$ cat src/rtl/ginv_pkg.sv
// ----------------------------------------------------------------------------
// ginv_pkg
// shared widths, register map and sequencer codes for the graph invariant block
// ----------------------------------------------------------------------------
package ginv_pkg;

    localparam int ADJ_W     = 55;
    localparam int VAL_W     = 6;
    localparam int NCOUNT_W  = 4;
    localparam int TYPES_W   = 22;
    localparam int ADDR_W    = 3;
    localparam int DATA_W    = 32;
    localparam int MAX_OUT   = 22;
    localparam int OCNT_W    = $clog2(MAX_OUT);

    localparam logic [NCOUNT_W-1:0] NCOUNT_RST = 4'd11;
    localparam logic [TYPES_W-1:0]  TYPES_RST  = '0;

    typedef enum logic {
        REG_NODE_COUNT = 1'b0,
        REG_NODE_TYPES = 1'b1
    } reg_idx_t;

    typedef enum logic [3:0] {
        S_IDLE  = 4'b0001,
        S_ROWS  = 4'b0010,
        S_REACH = 4'b0100,
        S_EMIT  = 4'b1000
    } state_t;

    typedef enum logic [1:0] {
        PH_TOTAL = 2'd0,
        PH_DEG   = 2'd1,
        PH_PAIR  = 2'd2
    } phase_t;

endpackage

$ cat src/rtl/graph_invariant_and_connectivity.sv
// ----------------------------------------------------------------------------
// graph_invariant_and_connectivity
// degree-sequence invariant stream and reachability check for small graphs
// ----------------------------------------------------------------------------
//  channel   | ports                               | beat
//  ----------+-------------------------------------+-----------------------------
//  input     | s_valid s_ready s_adjacency         | one graph, packed edge bits
//  result    | m_valid m_ready m_value m_connected | one invariant value
//            | m_last                              | last marks end of stream
//  config    | psel penable pwrite paddr pwdata    | node_count @0, node_types @4
//            | prdata pready                       |
//
//  a graph is accepted from idle, walks its rows in S_ROWS, runs the reachability
//  steps in S_REACH, then sends one result beat per cycle while the output is free:
//  1 + n + g(g+1)/2 beats, where n is the node count and g the number of type groups;
//  the row walk shares one shifter and popcount over the edge bits, row by row
//  aresetn is synchronous; config returns to node_count 11, node_types 0
//  a stalled result beat holds the sequencer; s_ready is high only when idle
// ----------------------------------------------------------------------------
module graph_invariant_and_connectivity
    import ginv_pkg::*;
#(
    parameter int MAX_NODES = 11,
    parameter int TYPE_BITS = 2
) (
    input  logic                aclk,
    input  logic                aresetn,
    // input graph
    input  logic                s_valid,
    output logic                s_ready,
    input  logic [ADJ_W-1:0]    s_adjacency,
    // invariant stream
    output logic                m_valid,
    input  logic                m_ready,
    output logic [VAL_W-1:0]    m_value,
    output logic                m_connected,
    output logic                m_last,
    // configuration
    input  logic                psel,
    input  logic                penable,
    input  logic                pwrite,
    input  logic [ADDR_W-1:0]   paddr,
    input  logic [DATA_W-1:0]   pwdata,
    output logic [DATA_W-1:0]   prdata,
    output logic                pready
);

    localparam int NW   = $clog2(MAX_NODES + 1);
    localparam int IW   = $clog2(MAX_NODES);
    localparam int DW   = $clog2(MAX_NODES);
    localparam int NT   = 1 << TYPE_BITS;
    localparam int GW   = TYPE_BITS + 1;
    localparam int TPAD = MAX_NODES * TYPE_BITS + TYPES_W;

    // config registers
    logic [NCOUNT_W-1:0] node_count_reg;
    logic [TYPES_W-1:0]  node_types_reg;
    logic                cfg_wr;
    reg_idx_t            cfg_idx;

    assign pready  = 1'b1;
    assign cfg_wr  = psel & penable & pwrite;
    assign cfg_idx = reg_idx_t'(paddr[2]);

    always_ff @(posedge aclk) begin
        if (!aresetn) begin
            node_count_reg <= NCOUNT_RST;
            node_types_reg <= TYPES_RST;
        end else if (cfg_wr) begin
            case (cfg_idx)
                REG_NODE_COUNT: node_count_reg <= pwdata[NCOUNT_W-1:0];
                REG_NODE_TYPES: node_types_reg <= pwdata[TYPES_W-1:0];
                default: ;
            endcase
        end
    end

    always_comb begin
        case (cfg_idx)
            REG_NODE_COUNT: prdata = DATA_W'(node_count_reg);
            REG_NODE_TYPES: prdata = DATA_W'(node_types_reg);
            default:        prdata = '0;
        endcase
    end

    // sequencer state
    state_t                 state_reg, state_next;
    phase_t                 phase_reg, phase_next;
    logic [NW-1:0]          n_reg, n_next;
    logic [ADJ_W-1:0]       adj_sh_reg, adj_sh_next;
    logic [TYPE_BITS-1:0]   typ_reg [MAX_NODES];
    logic [TYPE_BITS-1:0]   typ_next [MAX_NODES];
    logic [MAX_NODES-1:0]   nbr_reg [MAX_NODES];
    logic [MAX_NODES-1:0]   nbr_next [MAX_NODES];
    logic [DW-1:0]          deg_reg [MAX_NODES];
    logic [DW-1:0]          deg_next [MAX_NODES];
    logic [VAL_W-1:0]       pair_reg [NT][NT];
    logic [VAL_W-1:0]       pair_next [NT][NT];
    logic [VAL_W-1:0]       total_reg, total_next;
    logic [GW-1:0]          groups_reg, groups_next;
    logic [IW-1:0]          row_reg, row_next;
    logic [MAX_NODES-1:0]   seen_reg, seen_next;
    logic [MAX_NODES-1:0]   left_reg, left_next;
    logic [TYPE_BITS-1:0]   pa_reg, pa_next, pb_reg, pb_next;
    logic [OCNT_W-1:0]      ocnt_reg, ocnt_next;
    logic                   conn_reg, conn_next;

    // result register
    logic                   m_valid_reg, m_valid_next;
    logic [VAL_W-1:0]       m_value_reg, m_value_next;
    logic                   m_connected_reg, m_connected_next;
    logic                   m_last_reg, m_last_next;

    logic [TPAD-1:0]        types_ext;
    logic [MAX_NODES-1:0]   nmask;
    logic [MAX_NODES-1:0]   up_row, full_row, grow;
    logic [MAX_NODES-1:0]   win;
    logic [DW-1:0]          win_deg;
    logic [NW-1:0]          row_len;
    logic [TYPE_BITS-1:0]   tr;
    logic [VAL_W-1:0]       pair_inc [NT][NT];
    logic [DW:0]            up_cnt, full_cnt;
    logic                   out_free, nat_last, is_last;

    assign types_ext = TPAD'(node_types_reg);
    assign s_ready   = (state_reg == S_IDLE);
    assign out_free  = !m_valid_reg || m_ready;

    always_comb begin
        for (int j = 0; j < MAX_NODES; j++) begin
            nmask[j] = (j < int'(n_reg));
        end
    end

    // row walk: the current row's upper edges come off the low end of the shifter
    assign tr       = typ_reg[row_reg];
    assign row_len  = n_reg - NW'(1) - NW'(row_reg);
    assign up_row   = (adj_sh_reg[MAX_NODES-1:0] << (32'(row_reg) + 1)) & nmask;
    assign full_row = nbr_reg[row_reg] | up_row;

    always_comb begin
        up_cnt   = '0;
        full_cnt = '0;
        for (int j = 0; j < MAX_NODES; j++) begin
            up_cnt   = up_cnt + (DW+1)'(up_row[j]);
            full_cnt = full_cnt + (DW+1)'(full_row[j]);
        end
    end

    // per type pair edge increments for the current row
    always_comb begin
        for (int a = 0; a < NT; a++) begin
            for (int b = 0; b < NT; b++) begin
                pair_inc[a][b] = '0;
                for (int j = 0; j < MAX_NODES; j++) begin
                    if (a <= b && up_row[j] &&
                        ((int'(tr) == a && int'(typ_reg[j]) == b) ||
                         (int'(tr) == b && int'(typ_reg[j]) == a))) begin
                        pair_inc[a][b] = pair_inc[a][b] + VAL_W'(1);
                    end
                end
            end
        end
    end

    // one reachability step
    always_comb begin
        grow = seen_reg;
        for (int i = 0; i < MAX_NODES; i++) begin
            if (seen_reg[i]) grow = grow | nbr_reg[i];
        end
        grow = grow & nmask;
    end

    // smallest (type, degree) among nodes not yet sent, lowest node on ties
    always_comb begin
        win_deg = '0;
        for (int i = 0; i < MAX_NODES; i++) begin
            win[i] = left_reg[i];
            for (int j = 0; j < MAX_NODES; j++) begin
                if (j != i && left_reg[j]) begin
                    if ({typ_reg[j], deg_reg[j]} < {typ_reg[i], deg_reg[i]} ||
                        ({typ_reg[j], deg_reg[j]} == {typ_reg[i], deg_reg[i]} && j < i)) begin
                        win[i] = 1'b0;
                    end
                end
            end
            if (win[i]) win_deg = win_deg | deg_reg[i];
        end
    end

    assign nat_last = (GW'(pa_reg) == groups_reg - GW'(1)) &&
                      (GW'(pb_reg) == groups_reg - GW'(1));

    always_comb begin
        state_next       = state_reg;
        phase_next       = phase_reg;
        n_next           = n_reg;
        adj_sh_next      = adj_sh_reg;
        typ_next         = typ_reg;
        nbr_next         = nbr_reg;
        deg_next         = deg_reg;
        pair_next        = pair_reg;
        total_next       = total_reg;
        groups_next      = groups_reg;
        row_next         = row_reg;
        seen_next        = seen_reg;
        left_next        = left_reg;
        pa_next          = pa_reg;
        pb_next          = pb_reg;
        ocnt_next        = ocnt_reg;
        conn_next        = conn_reg;
        m_valid_next     = m_valid_reg;
        m_value_next     = m_value_reg;
        m_connected_next = m_connected_reg;
        m_last_next      = m_last_reg;
        is_last          = 1'b0;

        if (m_valid_reg && m_ready) m_valid_next = 1'b0;

        case (state_reg)
            S_IDLE: begin
                if (s_valid) begin
                    if (node_count_reg == '0) begin
                        n_next = NW'(1);
                    end else if (int'(node_count_reg) > MAX_NODES) begin
                        n_next = NW'(MAX_NODES);
                    end else begin
                        n_next = NW'(node_count_reg);
                    end
                    adj_sh_next = s_adjacency;
                    for (int i = 0; i < MAX_NODES; i++) begin
                        typ_next[i] = types_ext[i*TYPE_BITS +: TYPE_BITS];
                        nbr_next[i] = '0;
                    end
                    for (int a = 0; a < NT; a++) begin
                        for (int b = 0; b < NT; b++) begin
                            pair_next[a][b] = '0;
                        end
                    end
                    total_next  = '0;
                    groups_next = '0;
                    row_next    = '0;
                    state_next  = S_ROWS;
                end
            end
            S_ROWS: begin
                adj_sh_next = adj_sh_reg >> row_len;
                for (int i = 0; i < MAX_NODES; i++) begin
                    for (int j = 0; j < MAX_NODES; j++) begin
                        if ((i == int'(row_reg) && up_row[j]) ||
                            (j == int'(row_reg) && up_row[i])) begin
                            nbr_next[i][j] = 1'b1;
                        end
                    end
                end
                deg_next[row_reg] = full_cnt[DW-1:0];
                total_next = total_reg + VAL_W'(up_cnt);
                if (GW'(tr) + GW'(1) > groups_reg) groups_next = GW'(tr) + GW'(1);
                for (int a = 0; a < NT; a++) begin
                    for (int b = 0; b < NT; b++) begin
                        pair_next[a][b] = pair_reg[a][b] + pair_inc[a][b];
                    end
                end
                if (NW'(row_reg) == n_reg - NW'(1)) begin
                    row_next   = '0;
                    seen_next  = MAX_NODES'(1);
                    state_next = S_REACH;
                end else begin
                    row_next = row_reg + IW'(1);
                end
            end
            S_REACH: begin
                seen_next = grow;
                if (NW'(row_reg) == n_reg - NW'(1)) begin
                    conn_next  = (grow == nmask);
                    left_next  = nmask;
                    phase_next = PH_TOTAL;
                    pa_next    = '0;
                    pb_next    = '0;
                    ocnt_next  = '0;
                    state_next = S_EMIT;
                end else begin
                    row_next = row_reg + IW'(1);
                end
            end
            S_EMIT: begin
                if (out_free) begin
                    case (phase_reg)
                        PH_TOTAL: begin
                            m_value_next = total_reg;
                            phase_next   = PH_DEG;
                        end
                        PH_DEG: begin
                            m_value_next = VAL_W'(win_deg);
                            left_next    = left_reg & ~win;
                            if ((left_reg & ~win) == '0) phase_next = PH_PAIR;
                        end
                        PH_PAIR: begin
                            m_value_next = pair_reg[pa_reg][pb_reg];
                            is_last      = nat_last;
                            if (GW'(pb_reg) == groups_reg - GW'(1)) begin
                                pa_next = pa_reg + TYPE_BITS'(1);
                                pb_next = pa_reg + TYPE_BITS'(1);
                            end else begin
                                pb_next = pb_reg + TYPE_BITS'(1);
                            end
                        end
                        default: ;
                    endcase
                    if (int'(ocnt_reg) == MAX_OUT - 1) is_last = 1'b1;
                    ocnt_next        = ocnt_reg + OCNT_W'(1);
                    m_valid_next     = 1'b1;
                    m_connected_next = conn_reg;
                    m_last_next      = is_last;
                    if (is_last) state_next = S_IDLE;
                end
            end
            default: state_next = S_IDLE;
        endcase
    end

    always_ff @(posedge aclk) begin
        if (!aresetn) begin
            state_reg   <= S_IDLE;
            m_valid_reg <= 1'b0;
        end else begin
            state_reg   <= state_next;
            m_valid_reg <= m_valid_next;
        end
    end

    always_ff @(posedge aclk) begin
        phase_reg       <= phase_next;
        n_reg           <= n_next;
        adj_sh_reg      <= adj_sh_next;
        typ_reg         <= typ_next;
        nbr_reg         <= nbr_next;
        deg_reg         <= deg_next;
        pair_reg        <= pair_next;
        total_reg       <= total_next;
        groups_reg      <= groups_next;
        row_reg         <= row_next;
        seen_reg        <= seen_next;
        left_reg        <= left_next;
        pa_reg          <= pa_next;
        pb_reg          <= pb_next;
        ocnt_reg        <= ocnt_next;
        conn_reg        <= conn_next;
        m_value_reg     <= m_value_next;
        m_connected_reg <= m_connected_next;
        m_last_reg      <= m_last_next;
    end

    assign m_valid     = m_valid_reg;
    assign m_value     = m_value_reg;
    assign m_connected = m_connected_reg;
    assign m_last      = m_last_reg;

endmodule
$ cat config.mk
export PLATFORM = sky130hd
export DESIGN_NAME = graph_invariant_and_connectivity
export DESIGN_NICKNAME = d
export VERILOG_FILES = /design/src/rtl/ginv_pkg.sv /design/src/rtl/graph_invariant_and_connectivity.sv
export SDC_FILE = /design/constraint.sdc
export NUM_CORES = 2
export LEC_CHECK = 0
export BUFFER_PORTS_ARGS = -buffer_cell sky130_fd_sc_hd__buf_4
export CAP_MARGIN = 20
export CORE_ASPECT_RATIO = 1.2
export CORE_MARGIN = 5
export CORE_UTILIZATION = 49
export DETAILED_ROUTE_END_ITERATION = 7
export PLACE_DENSITY = 0.65
export SYNTH_ARGS = -nofsm -noshare
export SYNTH_HDL_FRONTEND = slang
export SYNTH_SLANG_ARGS = --single-unit
export TNS_END_PERCENT = 50
$ cat constraint.sdc
create_clock -name aclk -period 11.95 [get_ports aclk]
set_clock_uncertainty 0.1 [all_clocks]
set_input_delay 0.5975 -clock aclk [delete_from_list [all_inputs] [get_ports aclk]]
set_output_delay 0.5975 -clock aclk [all_outputs]
set_load 0.01 [all_outputs]
* Word-level counts from Yosys, hierarchy flattened *
Cells that the tools add are included.

word-level totals
  logic and storage cells = 1,850
  output and inout bits = 43
  input port bits = 97
  flip-flop bits (word level) = 428

operators by class
  reductions and logical operators = 693
  eq/ne operators = 190
  order comparisons = 127
  multiplexer cells = 486
  bitwise logic cells = 33
  shift-type cells = 2
  add/subtract/negate cells = 140

operator list
  kind                                           number
  less-than comparator 6 bit                     110
  2-to-1 mux 6 bit                               103
  adder 6 x 1 -> 6 bit (second input constant)   100
  logical AND 1 bit                              410
  equality test 6 bit                            55
  2-to-1 mux 1 bit                               303
  one-hot mux 121 bit (2 select lines)           1
  AND reduction 3 bit                            71
  one-hot mux 96 bit (2 select lines)            1
  2-to-1 mux 11 bit                              17
  logical OR 1 bit                               177
  inequality test 2 bit (second input constant)  74
  OR 11 bit                                      12
  2-to-1 mux 121 bit                             1
  one-hot mux 55 bit (2 select lines)            1
  2-to-1 mux 96 bit                              1
  2-to-1 mux 4 bit                               21
  one-hot mux 32 bit (2 select lines)            1
  adder 6 bit                                    10
  2-to-1 mux 55 bit                              1
  >> shifter 55 x 4 -> 55 bit                    1
  equality test 2 bit (second input constant)    25
  binary-select mux 24 bit (select 2 bit)        1
  2-to-1 mux 24 bit                              2
  other kinds (73)                               172

* Depth between registers and ports, before layout *
  word-level depth = 43
  gate-level depth with buffers = 56
  mapped depth without buffers = 47

* Worst setup path after synthesis *
OpenSTA, ideal clock, no wires.

  path type = register -> register
  start point = register row_reg[0]
  end point = register pair_reg[89] (netlist name), data pin
  data required time = 11,584 ps
  setup slack = 934 ps
  period minus slack after synthesis = 11,016 ps
  setup time = 266 ps
  data arrival time = 10,650 ps
  stages on the path, launching flop included = 52
  buffers on the path = 10
  path through = edfxtp_1 > buf_6 > buf_6 > buf_1 > clkbuf_1 > clkbuf_1 > nor2_1 > a21oi_1 > o22ai_1 > inv_1 > ha_1 > clkbuf_1 > clkbuf_1 > clkbuf_1 > clkbuf_1 > buf_1 > nand2_1 > o21ai_0 > [16 not listed] > mux2_2 > ha_1 > mux2_2 > ha_1 > mux2_2 > ha_1 > mux2_2 > ha_1 > mux2_2 > ha_1 > a21o_1 > a21oi_1 > o21bai_1 > a21oi_1 > xor2_1 > xnor2_1 > xnor2_1 > nor2_1

on the way
  word-level cells in the longest chain between the ends = 31
  elaborated cells on any way between the ends = 76
  those cells by class = add/sub: 12; eq/ne: 1; shift: 1; mux: 15; bitwise: 2; reduce/logical: 45

ends and longest elaborated chain
  item                                                                           RTL line                                 source
  start: declaration                                                             graph_invariant_and_connectivity.sv:101  logic [IW-1:0] row_reg, row_next;
  start signal: assignment                                                       graph_invariant_and_connectivity.sv:343  row_reg <= row_next;
  parallel branches: the longest is 28 deep, another holds adder 6 x 1 -> 6 bit  -
  2-to-1 mux 6 bit *                                                             graph_invariant_and_connectivity.sv:156  if (a <= b && up_row[j] &&
  adder 6 bit *                                                                  graph_invariant_and_connectivity.sv:262  pair_next[a][b] = pair_reg[a][b] + pair_inc[a][b];
  one-hot mux 96 bit (2 select lines) *                                          graph_invariant_and_connectivity.sv:221  case (state_reg)
  end signal: assignment                                                         graph_invariant_and_connectivity.sv:340  pair_reg <= pair_next;
  end: declaration                                                               graph_invariant_and_connectivity.sv:97   logic [VAL_W-1:0] pair_reg [NT][NT];

Every way passes the cells marked *. The select of a mux whose other input is x is not followed.
A chain may end at the register's enable or synchronous reset.

* Worst setup path after layout *
  start point = register row_reg[1]
  end point = register pair_reg[5] (netlist name), data pin

on the way
  word-level cells in the longest chain between the ends = 30
  elaborated cells on any way between the ends = 53
  those cells by class = add/sub: 12; eq/ne: 1; shift: 1; mux: 15; bitwise: 2; reduce/logical: 22

ends and longest elaborated chain
  item                                                                           RTL line
  parallel branches: the longest is 27 deep, another holds adder 6 x 1 -> 6 bit  -
  2-to-1 mux 6 bit *                                                             graph_invariant_and_connectivity.sv:156
  adder 6 bit *                                                                  graph_invariant_and_connectivity.sv:262
  one-hot mux 96 bit (2 select lines) *                                          graph_invariant_and_connectivity.sv:221

Marked as above.

==> impl_metrics.ini <==
[outcome]
outcome = completed

[synthesis]
syn_area_um2 = 40800
yosysTopAreaCell = edfxtp_1
synth_common_cells = 515 x ha_1, 474 x nand2_1, 320 x nor2_1
ys_types = 110
syn_area_per_cell_um2 = 8.843
synth_area_leaders = edfxtp_1 23%, ha_1 16%, nand2_1 4.4%
yosysMostFrequentCell = ha_1
ys_warn_count = 0
ys_ff_latch = 337
async_flop_share = 0
ys.flop_type = edfxtp_1
synth_top_area_share = 0.2252
syn_inst = 4614
synth-edff-count = 306
yosysSeqAreaShare = 0.2404

[floorplanning]
rows = 116
core_um2 = 83020
start_util = 0.4915
ioPinCount = 140
die-area_um2 = 89160
die_h_um = 326.1
die_w_um = 273.4

[setup_path]
rrSetupSlack_ps = 900
reg2reg_from = row_reg[1]
worst-setup-path-type = reg2reg
r2r_cells = 40
cp-end-kind = register
cp_slowest_cell = edfxtp_1
slowest_delay_ps = 940
cpMostUsedCell = ha_1
worstPathArrival_ps = 11350
cp_max_fo = 18
cp-start-kind = register
r2r-end = pair_reg[5]
worstPathRequired_ps = 12250

[sta]
finalCritPeriodShare = 0.9246
final.min_clock_period_ps = 11050
fin_ws_ps = 901.5
setup_violations = 0
slew_viol_final = 0
fmax_mhz = 90.51
hold_viol = 0
fin_setup_tns_ps = 0
relSlewSlack = 0.3009
rsz0062_at_grt = no
worst_slew_pin_slew_ps = 1042

[routing]
vias = 36760
ant_nets = 0
drc = 0
via_per_inst = 6.366
dr.pass1.iters = 8
post_drt_wl_per_cell_um = 24.62
routed_wirelength_um = 142200
dr.first_iter.drc_count = 3563

[global_routing]
grt_max_degree = 195
grt_antenna_before_repair = 5
grt_use_total = 0.3071
grt_first_pass_wirelength_um = 213000
grt_pass1_vias = 35430
grt_remaining_overflow = 0

[clock_tree]
clockBufferDepth = 3
cts_tree = done
clkTransAtPathRegs_ps = 60
clock_tree.root_cell = clkbuf_16
ctsHtreeMaxLevel = 2
cts_resized = 0
insertion_delay_ps = 620
clock-sinks = 337
cts_setup_buffers = 0
ctsHoldBuffers = 0
cts_buffers = 39

[finish]
area_growth_pct = 7.961
final_cells = 5774
largest_reg_flops = 66
drive_above_1_share = 0.1090
nNetsFinal = 5258
final_util = 0.5306

[min_path]
hold_path_class = in2reg
worstHoldStart = pwdata[0]
holdPathStages = 3
min_to = node_count_reg[0]

[pwr]
p_per_area_nw_per_um2 = 128.3
finalPower_mw = 5.649
irDropWorstVdd_mv = 0.1535
p_leak_nw = 18.99

[placed_design]
dp_slack_ps = 1134
post-dp-hpwl_um = 106300
place.gp.congestion = 1.018
place_inst = 5701
port_buffers = 116

[job]
max_cap_viol_count = 0
[metrics by stage]
step                cell area [um2]  hold slack (ps)
floorplan                     40840            300.3
global placement              42760            304.2
detailed placement            42760            305.6
CTS                           44040            110.9
global route                  44040            131.4
finish                        44050            135.5
[placed cells by master, fill, tap and decap left out, types with 56 or more instances in the layout]
| cell | n |
|---|---|
| nor2b_1 | 61 |
| a21oi_1 | 242 |
| nand2_1 | 474 |
| edfxtp_1 | 306 |
| mux2_2 | 84 |
| ha_1 | 514 |
| mux2i_1 | 149 |
| a21o_1 | 105 |
| nor3_1 | 63 |
| nand4_1 | 99 |
| nor2_1 | 319 |
| and3_1 | 56 |
| buf_4 | 192 |
| inv_1 | 254 |
| mux4_2 | 61 |
| o21ai_0 | 270 |
| nand3_1 | 150 |
| a221oi_1 | 56 |
| xnor2_1 | 176 |
| and2_1 | 79 |
| xor2_1 | 109 |
[routing by layer]
layer | track usage | routed length, um | vias to the layer above
li1 | - | - | 17060
met1 | 0.3791 | 55260 | 17490
met2 | 0.5002 | 64730 | 1682
met3 | 0.04766 | 10740 | 523
met4 | 0.1957 | 11420 | 2
met5 | 0 | 18 | -
[worst max-delay path, delay by kind of cell (launching register included)]
kind	cells	cell delay, ps
muxes	6	1490
xor gates and xnor gates	3	590
buffers and inverters	3	680
and+or+nand+nor	9	1920
adders and majority gates	11	3540
AOI/OAI and AO/OA	8	1570
DFF	1	940
[worst max path at each step]
stage	from	end	slack, ps	depth (start not counted)
after detailed placement	row_reg[0]	pair_reg[5]	1130	40
after CTS	row_reg[1]	pair_reg[5]	1090	40
after floorplan	row_reg[0]	pair_reg[89]	930	51
after global routing	row_reg[1]	pair_reg[5]	360	40
after global placement	row_reg[1]	pair_reg[5]	1290	40
final	row_reg[1]	pair_reg[5]	900	40
[report_power, final]
| part | total [mW] | internal, mW | switching, mW |
|---|---|---|---|
| Combinational | 2.70 | 0.971 | 1.73 |
| Clock | 1.24 | 0.690 | 0.546 |
| Sequential | 1.71 | 1.62 | 0.0971 |
[area by class of cell]
class	count	area, um2
Multi-Input combinational cell	3782	29080
Antenna cell	2	5.005
Clock inverter	24	261.5
Timing Repair Buffer	193	1461
Clock buffer	47	1026
Fill cell	7757	38970
Sequential cell	337	9809
Tap cell	1121	1403
Inverter	268	1008
[cell families (layout without fill, tap and decap cells)]
| family | Yosys count | after routing | synth area share |
|---|---|---|---|
| buf+inv | 504 | 532 | 0.04943 |
| mux | 297 | 297 | 0.09457 |
| fa+ha+maj | 545 | 545 | 0.1714 |
| other cells | 2 | 13 | 0.0001841 |
| simple gates | 1522 | 1522 | 0.1875 |
| xor+xnor | 334 | 334 | 0.08485 |
| flops | 337 | 337 | 0.2404 |
| compound gates | 1073 | 1073 | 0.1716 |
No activity file was read; power rests on OpenSTA's default activity.
